$ cat src/rtl/core/cei_pkg.sv
// ----------------------------------------------------------------------------
// cei_pkg
// Shared types and constants of the cubic ease-in generator: register
// indexes, the sequencer state type and the engine control/status groups.
// ----------------------------------------------------------------------------
package cei_pkg;

    // configuration register indexes
    localparam int CFG_IDX_W = 2;
    localparam logic [CFG_IDX_W-1:0] CFG_DURATION = 2'd0;
    localparam logic [CFG_IDX_W-1:0] CFG_START    = 2'd1;
    localparam logic [CFG_IDX_W-1:0] CFG_END      = 2'd2;

    // duration after reset, in ticks
    localparam int DUR_RESET = 60;

    // engine sequencer states
    typedef enum logic [2:0] {
        ST_IDLE,
        ST_MUL_P2,
        ST_MUL_P3,
        ST_MUL_D2,
        ST_MUL_D3,
        ST_DBL,
        ST_ADD,
        ST_DONE
    } t_eng_state;

    // top level to engine
    typedef struct packed {
        logic start;
        logic is_end;
        logic take;
    } t_eng_ctrl;

    // engine to top level
    typedef struct packed {
        logic idle;
        logic done;
    } t_eng_stat;

endpackage

$ cat src/rtl/core/cubic_ease_in_generator.sv
// ----------------------------------------------------------------------------
// cubic_ease_in_generator
// Per tick, emits start + (end - start) * p^3 / d^3 truncated toward zero,
// then advances the step counter p until it reaches the duration d.
// ----------------------------------------------------------------------------
// One transaction in gives one transaction out. The block takes one tick at a
// time: a tick that is not at the end of the ease steps through the states
// MUL_P2, MUL_P3, MUL_D2 and MUL_D3 on one shared multiplier for p^3 and d^3,
// then through the serial remainder loop, one add-and-reduce per cycle on one
// shared unit, to a valid result; a tick at or past the duration goes straight
// to its result. The result sits in an output register, so the next tick is
// accepted while it waits to be taken.
// Configuration writes land at once and must only be made while idle.
// ----------------------------------------------------------------------------
module cubic_ease_in_generator #(
    parameter int VALUE_BITS = 16,
    parameter int STEP_BITS  = 12
) (
    input  logic                                       i_clk,
    input  logic                                       i_rst_n,
    // configuration
    input  logic                                       i_cfg_we,
    input  logic [cei_pkg::CFG_IDX_W-1:0]              i_cfg_index,
    input  logic [((VALUE_BITS > STEP_BITS) ? VALUE_BITS : STEP_BITS)-1:0]
                                                       i_cfg_data,
    // tick input
    input  logic                                       i_valid,
    output logic                                       o_ready,
    input  logic                                       i_restart,
    // result output
    output logic                                       o_valid,
    input  logic                                       i_ready,
    output logic signed [VALUE_BITS-1:0]               o_eased_value,
    output logic [STEP_BITS-1:0]                       o_step_used,
    output logic                                       o_finished
);
    import cei_pkg::*;

    localparam logic [STEP_BITS-1:0] DUR_RST = STEP_BITS'(DUR_RESET);

    logic [STEP_BITS-1:0]  r_dur;
    logic [VALUE_BITS-1:0] r_start;
    logic [VALUE_BITS-1:0] r_end_val;
    logic [STEP_BITS-1:0]  r_step, n_step;
    logic [STEP_BITS-1:0]  r_p;
    logic                  r_fin;
    logic                  r_out_valid;
    logic [VALUE_BITS-1:0] r_out_value;
    logic [STEP_BITS-1:0]  r_out_step;
    logic                  r_out_fin;

    logic [STEP_BITS-1:0]  p_sel;
    logic [STEP_BITS-1:0]  p_clip;
    logic                  is_end;
    logic                  accept;
    logic                  slot_free;
    logic                  load;
    logic [VALUE_BITS-1:0] eng_value;
    t_eng_ctrl             s_ctrl;
    t_eng_stat             s_stat;

    // configuration registers
    always_ff @(posedge i_clk) begin
        if (!i_rst_n) begin
            r_dur     <= DUR_RST;
            r_start   <= '0;
            r_end_val <= '0;
        end else if (i_cfg_we) begin
            unique case (i_cfg_index)
                CFG_DURATION: r_dur     <= i_cfg_data[STEP_BITS-1:0];
                CFG_START:    r_start   <= i_cfg_data[VALUE_BITS-1:0];
                CFG_END:      r_end_val <= i_cfg_data[VALUE_BITS-1:0];
                default:      r_dur     <= r_dur;
            endcase
        end
    end

    // step selection: restart, then clip to the duration
    assign p_sel  = i_restart ? '0 : r_step;
    assign p_clip = (p_sel > r_dur) ? r_dur : p_sel;
    assign is_end = (p_clip == r_dur);
    assign n_step = is_end ? p_clip : (p_clip + STEP_BITS'(1));

    // handshake
    assign o_ready   = s_stat.idle;
    assign accept    = i_valid && o_ready;
    assign slot_free = !r_out_valid || i_ready;
    assign load      = s_stat.done && slot_free;

    assign s_ctrl.start  = accept;
    assign s_ctrl.is_end = is_end;
    assign s_ctrl.take   = slot_free;

    // step counter
    always_ff @(posedge i_clk) begin
        if (!i_rst_n) begin
            r_step <= '0;
        end else if (accept) begin
            r_step <= n_step;
        end
    end

    // per-transaction step and finished flag
    always_ff @(posedge i_clk) begin
        if (accept) begin
            r_p   <= p_clip;
            r_fin <= is_end;
        end
    end

    cei_engine #(
        .VALUE_BITS (VALUE_BITS),
        .STEP_BITS  (STEP_BITS)
    ) u_engine (
        .i_clk         (i_clk),
        .i_rst_n       (i_rst_n),
        .i_ctrl        (s_ctrl),
        .i_step        (p_clip),
        .i_dur         (r_dur),
        .i_start_value (r_start),
        .i_end_value   (r_end_val),
        .o_stat        (s_stat),
        .o_value       (eng_value)
    );

    // output register valid
    always_ff @(posedge i_clk) begin
        if (!i_rst_n) begin
            r_out_valid <= 1'b0;
        end else if (load) begin
            r_out_valid <= 1'b1;
        end else if (i_ready) begin
            r_out_valid <= 1'b0;
        end
    end

    // output register payload
    always_ff @(posedge i_clk) begin
        if (load) begin
            r_out_value <= eng_value;
            r_out_step  <= r_p;
            r_out_fin   <= r_fin;
        end
    end

    assign o_valid       = r_out_valid;
    assign o_eased_value = r_out_value;
    assign o_step_used   = r_out_step;
    assign o_finished    = r_out_fin;

    // an accepted tick makes the engine busy
    a_start_busy: assert property (@(posedge i_clk) disable iff (!i_rst_n)
        accept |=> !s_stat.idle)
        else $error("engine still idle after an accepted transaction");

    // the counter never passes the duration
    a_step_bound: assert property (@(posedge i_clk) disable iff (!i_rst_n)
        accept |=> (r_step <= $past(r_dur)))
        else $error("step counter beyond duration");

    // a finished result lands in a free output register
    a_load_valid: assert property (@(posedge i_clk) disable iff (!i_rst_n)
        load |=> r_out_valid)
        else $error("finished result not presented");

endmodule

$ cat src/rtl/core/cei_addred.sv
// ----------------------------------------------------------------------------
// cei_addred
// Shared add-and-reduce unit: y = (a + b) mod den for a, b below den, with
// a flag telling whether the reduction took place.
// ----------------------------------------------------------------------------
module cei_addred #(
    parameter int RW = 36
) (
    input  logic [RW-1:0] i_a,
    input  logic [RW-1:0] i_b,
    input  logic [RW-1:0] i_den,
    output logic [RW-1:0] o_y,
    output logic          o_ge
);

    logic [RW:0] sum;
    logic [RW:0] diff;

    // one add, one compare and subtract
    assign sum  = {1'b0, i_a} + {1'b0, i_b};
    assign diff = sum - {1'b0, i_den};
    assign o_ge = (sum >= {1'b0, i_den});
    assign o_y  = o_ge ? diff[RW-1:0] : sum[RW-1:0];

endmodule

$ cat src/rtl/core/cei_engine.sv
// ----------------------------------------------------------------------------
// cei_engine
// Iterative engine: forms p^3 and d^3 on one shared multiplier, then walks
// the span magnitude bit by bit through the add-and-reduce unit to get
// floor(|span| * p^3 / d^3), and adds or subtracts it from the start value.
// ----------------------------------------------------------------------------
module cei_engine #(
    parameter int VALUE_BITS = 16,
    parameter int STEP_BITS  = 12
) (
    input  logic                   i_clk,
    input  logic                   i_rst_n,
    input  cei_pkg::t_eng_ctrl     i_ctrl,
    input  logic [STEP_BITS-1:0]   i_step,
    input  logic [STEP_BITS-1:0]   i_dur,
    input  logic [VALUE_BITS-1:0]  i_start_value,
    input  logic [VALUE_BITS-1:0]  i_end_value,
    output cei_pkg::t_eng_stat     o_stat,
    output logic [VALUE_BITS-1:0]  o_value
);
    import cei_pkg::*;

    localparam int QW = VALUE_BITS + 1;
    localparam int RW = 3 * STEP_BITS;
    localparam int MW = 2 * STEP_BITS;
    localparam int BW = $clog2(QW);

    t_eng_state r_state, n_state;

    logic [RW-1:0]        r_num, n_num;
    logic [RW-1:0]        r_den, n_den;
    logic [RW-1:0]        r_rem, n_rem;
    logic [QW-1:0]        r_q, n_q;
    logic [QW-1:0]        r_mag, n_mag;
    logic                 r_neg, n_neg;
    logic                 r_end, n_end;
    logic [BW-1:0]        r_bit, n_bit;
    logic [STEP_BITS-1:0] r_p, n_p;

    logic [MW-1:0]        mul_a;
    logic [STEP_BITS-1:0] mul_b;
    logic [RW-1:0]        mul_y;
    logic [RW-1:0]        au_b;
    logic [RW-1:0]        au_y;
    logic                 au_ge;
    logic [QW-1:0]        span;
    logic [QW-1:0]        base;
    logic [QW-1:0]        sum;
    logic                 last_bit;

    // shared multiplier, 2*STEP_BITS by STEP_BITS
    assign mul_y = {{STEP_BITS{1'b0}}, mul_a} * {{MW{1'b0}}, mul_b};

    // shared add-and-reduce unit
    cei_addred #(
        .RW (RW)
    ) u_addred (
        .i_a   (r_rem),
        .i_b   (au_b),
        .i_den (r_den),
        .o_y   (au_y),
        .o_ge  (au_ge)
    );

    // span and result
    assign span     = {i_end_value[VALUE_BITS-1], i_end_value}
                    - {i_start_value[VALUE_BITS-1], i_start_value};
    assign base     = {i_start_value[VALUE_BITS-1], i_start_value};
    assign sum      = r_neg ? (base - r_q) : (base + r_q);
    assign o_value  = r_end ? i_end_value : sum[VALUE_BITS-1:0];
    assign last_bit = (r_bit == BW'(QW - 1));

    // next state
    always_comb begin
        n_state = r_state;
        unique case (r_state)
            ST_IDLE: begin
                if (i_ctrl.start) begin
                    n_state = i_ctrl.is_end ? ST_DONE : ST_MUL_P2;
                end
            end
            ST_MUL_P2: n_state = ST_MUL_P3;
            ST_MUL_P3: n_state = ST_MUL_D2;
            ST_MUL_D2: n_state = ST_MUL_D3;
            ST_MUL_D3: n_state = ST_DBL;
            ST_DBL: begin
                if (r_mag[QW-1]) begin
                    n_state = ST_ADD;
                end else if (last_bit) begin
                    n_state = ST_DONE;
                end
            end
            ST_ADD: begin
                n_state = last_bit ? ST_DONE : ST_DBL;
            end
            ST_DONE: begin
                if (i_ctrl.take) begin
                    n_state = ST_IDLE;
                end
            end
            default: n_state = ST_IDLE;
        endcase
    end

    // outputs and operand selection
    always_comb begin
        o_stat = '0;
        mul_a  = '0;
        mul_b  = '0;
        au_b   = r_rem;
        unique case (r_state)
            ST_IDLE:   o_stat.idle = 1'b1;
            ST_MUL_P2: begin
                mul_a = {{STEP_BITS{1'b0}}, r_p};
                mul_b = r_p;
            end
            ST_MUL_P3: begin
                mul_a = r_num[MW-1:0];
                mul_b = r_p;
            end
            ST_MUL_D2: begin
                mul_a = {{STEP_BITS{1'b0}}, i_dur};
                mul_b = i_dur;
            end
            ST_MUL_D3: begin
                mul_a = r_den[MW-1:0];
                mul_b = i_dur;
            end
            ST_DBL:    au_b = r_rem;
            ST_ADD:    au_b = r_num;
            ST_DONE:   o_stat.done = 1'b1;
            default:   o_stat = '0;
        endcase
    end

    // datapath next values
    always_comb begin
        n_num = r_num;
        n_den = r_den;
        n_rem = r_rem;
        n_q   = r_q;
        n_mag = r_mag;
        n_neg = r_neg;
        n_end = r_end;
        n_bit = r_bit;
        n_p   = r_p;
        unique case (r_state)
            ST_IDLE: begin
                if (i_ctrl.start) begin
                    n_p   = i_step;
                    n_end = i_ctrl.is_end;
                    n_neg = span[QW-1];
                    n_mag = span[QW-1] ? (~span + QW'(1)) : span;
                    n_rem = '0;
                    n_q   = '0;
                    n_bit = '0;
                end
            end
            ST_MUL_P2, ST_MUL_P3: n_num = mul_y;
            ST_MUL_D2, ST_MUL_D3: n_den = mul_y;
            // double the remainder, shift in a quotient bit
            ST_DBL: begin
                n_rem = au_y;
                n_q   = {r_q[QW-2:0], au_ge};
                n_mag = r_mag << 1;
                if (!r_mag[QW-1]) begin
                    n_bit = r_bit + BW'(1);
                end
            end
            // add p^3 for a set magnitude bit
            ST_ADD: begin
                n_rem = au_y;
                n_q   = r_q + QW'(au_ge);
                n_bit = r_bit + BW'(1);
            end
            ST_DONE: n_p = r_p;
            default: n_p = r_p;
        endcase
    end

    // sequencer state
    always_ff @(posedge i_clk) begin
        if (!i_rst_n) begin
            r_state <= ST_IDLE;
        end else begin
            r_state <= n_state;
        end
    end

    // datapath registers
    always_ff @(posedge i_clk) begin
        r_num <= n_num;
        r_den <= n_den;
        r_rem <= n_rem;
        r_q   <= n_q;
        r_mag <= n_mag;
        r_neg <= n_neg;
        r_end <= n_end;
        r_bit <= n_bit;
        r_p   <= n_p;
    end

endmodule
$ cat config.mk
export PLATFORM = sky130hd
export DESIGN_NAME = cubic_ease_in_generator
export DESIGN_NICKNAME = d
export VERILOG_FILES = /design/src/rtl/core/cei_pkg.sv /design/src/rtl/core/cubic_ease_in_generator.sv /design/src/rtl/core/cei_addred.sv /design/src/rtl/core/cei_engine.sv
export SDC_FILE = /design/constraint.sdc
export NUM_CORES = 1
export LEC_CHECK = 0
export ABC_AREA = 1
export ABC_CLOCK_PERIOD_IN_PS = 6720
export BUFFER_PORTS_ARGS = -buffer_cell sky130_fd_sc_hd__buf_2
export CORE_MARGIN = 3
export CORE_UTILIZATION = 50
export DETAILED_ROUTE_END_ITERATION = 10
export PLACE_DENSITY = 0.68
export SKIP_CTS_REPAIR_TIMING = 1
export SYNTH_ARGS = -nofsm -noshare
export SYNTH_HDL_FRONTEND = slang
export SYNTH_SLANG_ARGS = --single-unit
export TNS_END_PERCENT = 100
$ cat constraint.sdc
create_clock -name i_clk -period 6.72 [get_ports i_clk]
set_clock_uncertainty 0.05 [all_clocks]
set_input_delay 1.344 -clock i_clk [delete_from_list [all_inputs] [get_ports i_clk]]
set_output_delay 1.344 -clock i_clk [all_outputs]
set_load 0.005 [all_outputs]
==> run_results.csv, run 1 <==
group,metric,value,unit
timing,setup_tns,0,ns
timing,fin_crit_sh,0.9471,
logic_synthesis,yosysWarnings,0,
place,io_buffer_count,54,
timing,hold_viol,0,
die,num_rows,84,
global_routing,grt_busiest_layer,"met2",
logic_synthesis,synth-seq-cells,249,
logic_synthesis,async_reset_ff_frac,0,
setup_path,cp.required,6.97,ns
logic_synthesis,synth_top_area_share,0.2089,
clock_network,cts_tree,"done",
detailed_routing,first_iter_violations,2120,
place,gp_congestion,0.9709,
clock_network,numClockSinks,249,
place,dpl_cell_area,28650,um2
die,die-width,239.1,um
logic_synthesis,synth_fp_nets,4040,
logic_synthesis,synth_cells,3596,
global_routing,grt_pass1_vias,23200,
setup_path,cp.arrival,6.62,ns
clock_network,clkLatencyLatePin,0.61,ns
detailed_routing,viasPerCell,5.398,
final_layout,syn2layout_area_growth,10.31,%
global_routing,met1_usage,0.3922,
timing,setup_violations,0,
timing,final.min_clock_period,6.365,ns
logic_synthesis,yosysMostFrequentCell,"nand2_1",
final_layout,post-route-cell-area,29970,um2
die,core,53180,um2
global_routing,antenna_found_initial,0,
setup_path,critPathKind,"flip-flop to flip-flop",
setup_path,critPathLaunchType,"flip-flop",
clock_network,numCtsBuffers,29,
min_path,hold_path_depth,2,
logic_synthesis,ys_seq_area_frac,0.2531,
clock_network,cts_buffer_depth,3,
logic_synthesis,syn_avg_cell_area,7.554,um2
logic_synthesis,yosysTopAreaCell,"edfxtp_1",
setup_path,cp-end-kind,"flip-flop",
global_routing,grt_util_met3,0.02204,
setup_path,cp_max_fo,12,
final_layout,final_util,0.5635,
final_layout,drive_above_1_share,0.08873,
die,start_util,0.5108,
logic_synthesis,synth_ff_type,"edfxtp_1",
logic_synthesis,synth.distinct_cells,57,
clock_network,root_buffer,"clkbuf_16",
timing,worstMarginPinSlew,1.150,ns
timing,rsz0062_at_grt,"yes",
global_routing,grt_pass1_wl,124100,um
place,post-dp-hpwl,63190,um
detailed_routing,first_pass_iters,8,
final_layout,fin_nets,4140,
detailed_routing,vias,23790,
detailed_routing,ant_nets,0,
logic_synthesis,synth_common_cells,"790 x nand2_1, 673 x inv_1, 364 x nor2_1, 243 x a21oi_1, 224 x fa_1",
timing,relSlewSlack,0.2311,
logic_synthesis,synth-edff-count,189,
die,die-area,57160,um2
global_routing,grt_max_degree,49,
die,fp.dieH,239.1,um
clock_network,path_clk_slew,0.06,ns
global_routing,grt_overflow_total,0,
global_routing,met2_usage,0.4433,
run_status,status,"complete, no violations",
logic_synthesis,yosys-top-cells-area,"edfxtp_1 21%, fa_1 17%, nand2_1 11%",
detailed_routing,wl,77250,um
detailed_routing,wire_per_inst,17.53,um
logic_synthesis,syn_area,27160,um2
timing,timing_max_transition_violations_final,0,
final_layout,antenna_cells,0,
timing,fmax,157.1,MHz
setup_path,r2r_cells,24,
clock_network,htreeDepth,1,
global_routing,grt_use_total,0.2724,
min_path,hp-class,"flip-flop to flip-flop",
timing,whs,0.4247,ns
detailed_routing,drc,0,
flow_run,drv_cap,0,
die,io_pins,55,
==> placed cells by master, fill, tap and decap left out, drive strengths merged, types with 6 or more instances in the layout <==
cell / instances
nor2: 371
a21boi: 7
a31oi: 20
ha: 196
inv: 682
o21bai: 17
nor3: 38
fa: 224
o21ai: 185
nand3: 179
dfxtp: 60
o22ai: 37
clkinv: 11
or2: 6
o31ai: 6
clkbuf: 41
nand4: 28
nand3b: 9
edfxtp: 189
a21oi: 245
a21o: 24
o211ai: 7
nor4: 12
nand2: 804
buf: 158
xnor2: 44
xor2: 88
==> layer usage <==
metal,vias to the layer above,part of all wire
li1,11680,-
met1,11190,0.45
met2,804,0.45
met3,114,0.066
met4,0,0.032
met5,-,0
==> flip-flops by register name, indices dropped and copies added (netlist names) <==
name / flops
o_eased_value: 16
o_finished: 1
o_step_used: 12
o_valid: 1
r_dur: 12
r_end_val: 16
r_fin: 1
r_p: 12
r_start: 16
r_step: 12
u_engine.r_bit: 5
u_engine.r_den: 36
u_engine.r_mag: 17
u_engine.r_neg: 1
u_engine.r_num: 36
u_engine.r_q: 16
u_engine.r_rem: 36
u_engine.r_state: 3
==> per-stage QoR <==
step                      worst slack (ns)  cells
after CTS                          0.07424   4398
after global placement              0.1352   4344
final                               0.3553   4407
after global routing               -0.1134   4407
after detailed placement            0.1383   4344
after floorplan                     0.1071   3596
==> final cells by class <==
type | instances | area (um2)
clock buffers | 41 | 823.3
clock inverters | 13 | 137.6
fillers | 5068 | 23210
inverters | 687 | 2599
multi-input cells | 2571 | 17590
flip-flops and latches | 249 | 6879
well taps | 688 | 860.8
repair buffers | 158 | 1079
==> logic make-up (layout without fill, tap and decap cells) <==
| group | count (synthesis) | after routing | synth area share |
|---|---|---|---|
| AND/OR/NAND/NOR | 1448 | 1448 | 0.2195 |
| buffers and inverters | 776 | 899 | 0.1105 |
| XOR/XNOR | 132 | 132 | 0.04256 |
| flip-flops | 249 | 249 | 0.2531 |
| AO/OA/AOI/OAI | 571 | 571 | 0.1190 |
| adder cells (fa/ha/maj) | 420 | 420 | 0.2554 |
==> critical path: stages, from the launching register on <==
cell and delay [ns]:
dfxtp_2 0.34, nor2_1 0.11, inv_1 0.07, nor2_2 0.15, inv_2 0.13, buf_4 0.21, o22ai_2 0.43, buf_4 0.25
nand2_1 0.08, fa_1 0.51, fa_1 0.52, inv_1 0.05, fa_1 0.46, fa_1 0.55, inv_1 0.06, fa_1 0.53
inv_1 0.04, ha_1 0.35, nand2_1 0.15, nor4_1 0.38, nand3b_1 0.13, nand4_1 0.16, nand3_1 0.09, o2111ai_1 0.11
xor2_1 0.12
==> worst paths after layout <==
check / startpoint / endpoint / slack [ns]
worst max-delay path: u_engine.r_state[0] / u_engine.r_den[33] / 0.36
worst min-delay path: r_step[1] / r_step[1] / 0.42
worst max register to register: u_engine.r_state[0] / u_engine.r_den[33] / 0.36
worst min register to register: r_step[1] / r_step[1] / 0.42
Power of run 1 is left out: the tool's default activity adds up to more than one toggle a clock period on the data nets, which glitch-free logic cannot reach.
==> inputs of run 2 (changes only) <==
--- a/config.mk
+++ b/config.mk
@@ -9,9 +9,8 @@
 export ABC_CLOCK_PERIOD_IN_PS = 6720
 export BUFFER_PORTS_ARGS = -buffer_cell sky130_fd_sc_hd__buf_2
 export CORE_MARGIN = 3
-export CORE_UTILIZATION = 50
+export CORE_UTILIZATION = 34
 export DETAILED_ROUTE_END_ITERATION = 10
-export PLACE_DENSITY = 0.68
 export SKIP_CTS_REPAIR_TIMING = 1
 export SYNTH_ARGS = -nofsm -noshare
 export SYNTH_HDL_FRONTEND = slang
==> run_results.csv, run 2 (synthesized netlist as in run 1, its figures left out) <==
group,metric,value,unit
detailed_routing,viasPerCell,4.986,
final_layout,drive_above_1_share,0.1070,
timing,rsz0062_at_grt,"yes",
final_layout,antenna_cells,0,
detailed_routing,drc,0,
run_status,status,"complete, no violations",
final_layout,mostFrequentLayoutCells,"773 x nand2_1, 657 x inv_1, 344 x nor2_1, 229 x a21oi_1, 224 x fa_1",
place,io_buffer_count,54,
timing,relSlewSlack,0.2903,
detailed_routing,ant_nets,0,
global_routing,grt_overflow_total,0,
min_path,hold_path_depth,0,
detailed_routing,vias,23830,
global_routing,grt_pass1_vias,23480,
global_routing,antenna_found_initial,0,
timing,fin_crit_sh,0.9456,
die,io_pins,55,
detailed_routing,first_pass_iters,5,
setup_path,r2r_cells,27,
clock_network,numClockSinks,249,
global_routing,met1_usage,0.2684,
die,die-width,288.7,um
detailed_routing,first_iter_violations,1775,
timing,setup_violations,0,
detailed_routing,wire_per_inst,16.80,um
clock_network,clkLatencyLatePin,0.60,ns
clock_network,root_buffer,"clkbuf_16",
setup_path,critPathKind,"flip-flop to flip-flop",
timing,worstMarginPinSlew,1.062,ns
global_routing,grt_pass1_wl,127600,um
clock_network,cts_buffer_depth,3,
final_layout,fin_nets,4152,
die,fp.dieH,288.7,um
clock_network,cts_tree,"done",
die,num_rows,103,
global_routing,grt_busiest_layer,"met2",
min_path,hp-class,"flip-flop to flip-flop",
setup_path,cp_max_fo,10,
die,die-area,83320,um2
global_routing,grt_util_met3,0.01579,
final_layout,final_util,0.3897,
setup_path,r2r_end,"u_engine.r_num[30]",
clock_network,htreeDepth,1,
final_layout,syn2layout_area_growth,13.51,%
timing,hold_viol,0,
global_routing,grt_max_degree,53,
clock_network,path_clk_slew,0.06,ns
setup_path,reg2reg_from,"u_engine.r_state[1]",
setup_path,cp.arrival,6.61,ns
clock_network,numCtsBuffers,29,
final_layout,mostFrequentLayoutCell,"nand2_1",
setup_path,critPathLaunchType,"flip-flop",
timing,timing_max_transition_violations_final,0,
min_path,hold_end,"o_step_used[3]",
detailed_routing,wl,80320,um
place,post-dp-hpwl,65160,um
global_routing,met2_usage,0.3181,
global_routing,grt_use_total,0.1910,
setup_path,cp.required,6.98,ns
timing,fmax,157.4,MHz
place,gp_congestion,0.9328,
flow_run,drv_cap,0,
min_path,min-delay-start,"r_p[3]",
final_layout,reg.largest.list,"u_engine.r_den (36), u_engine.r_num (36), u_engine.r_rem (36)",
setup_path,r2r_slack,0.37,ns
timing,final.min_clock_period,6.354,ns
setup_path,cp-end-kind,"flip-flop",
die,start_util,0.3433,
die,core,79130,um2
## run 2: layout make-up
class	count	area [um2]
fill	8332	48290
timing repair buffer	169	1220
tap	1050	1314
inverter	687	2603
multi-input combinational	2571	17820
clock buffer	33	740.7
timing repair inverter	1	5.005
clock inverter	20	254.0
sequential	249	6880
## run 2: through the flow
| stage | area, um2 | worst slack, ns | TNS [ns] | hold slack [ns] | cells |
|---|---|---|---|---|---|
| finish | 30830 | 0.3656 | 0 | 0.3988 | 4780 |
| global route | 30830 | -0.07701 | -0.1561 | 0.4205 | 4780 |
| CTS | 30110 | -0.3862 | -1.057 | 0.4004 | 4755 |
| detailed placement | 29110 | -0.3219 | -0.7585 | 0.3852 | 4702 |
| global placement | 29110 | -0.2534 | -0.5893 | 0.3849 | 4702 |
| floorplan | 27170 | 0.1071 | 0 | 0.3764 | 3596 |
## run 2: how the worst max path moves through the flow
stage                              startpoint                 end  slack, ns  cells past startpoint
final                     u_engine.r_state[1]  u_engine.r_num[30]       0.37                     27
after CTS                 u_engine.r_state[2]    u_engine.r_q[14]      -0.39                     36
after floorplan           u_engine.r_state[2]  u_engine.r_den[23]       0.11                     24
after global routing      u_engine.r_state[1]    u_engine.r_q[14]      -0.08                     49
after global placement    u_engine.r_state[2]    u_engine.r_q[14]      -0.25                     38
after detailed placement  u_engine.r_state[2]    u_engine.r_q[14]      -0.32                     36
## run 2: routing by layer
layer	vias up	part of all wire
li1	11710	-
met1	11450	0.47
met2	555	0.46
met3	112	0.046
met4	0	0.026
met5	-	0
## run 2: worst max-delay path, cell delays in order, from the launching register on
cell	delay (ns)
dfxtp_2	0.33
inv_1	0.05
nor2_1	0.09
inv_1	0.09
nor2_1	0.12
inv_2	0.11
nand2_4	0.13
inv_4	0.10
o21ai_4	0.19
buf_4	0.21
nand2_1	0.10
fa_1	0.58
inv_1	0.08
fa_1	0.54
inv_1	0.06
fa_1	0.53
inv_1	0.05
fa_1	0.53
inv_1	0.06
fa_1	0.57
inv_1	0.06
ha_1	0.35
nand2_1	0.18
nor4_2	0.36
nand3_1	0.11
nand3_1	0.18
a21oi_1	0.11
xnor2_1	0.16
Power of run 2 is left out for the same reason.
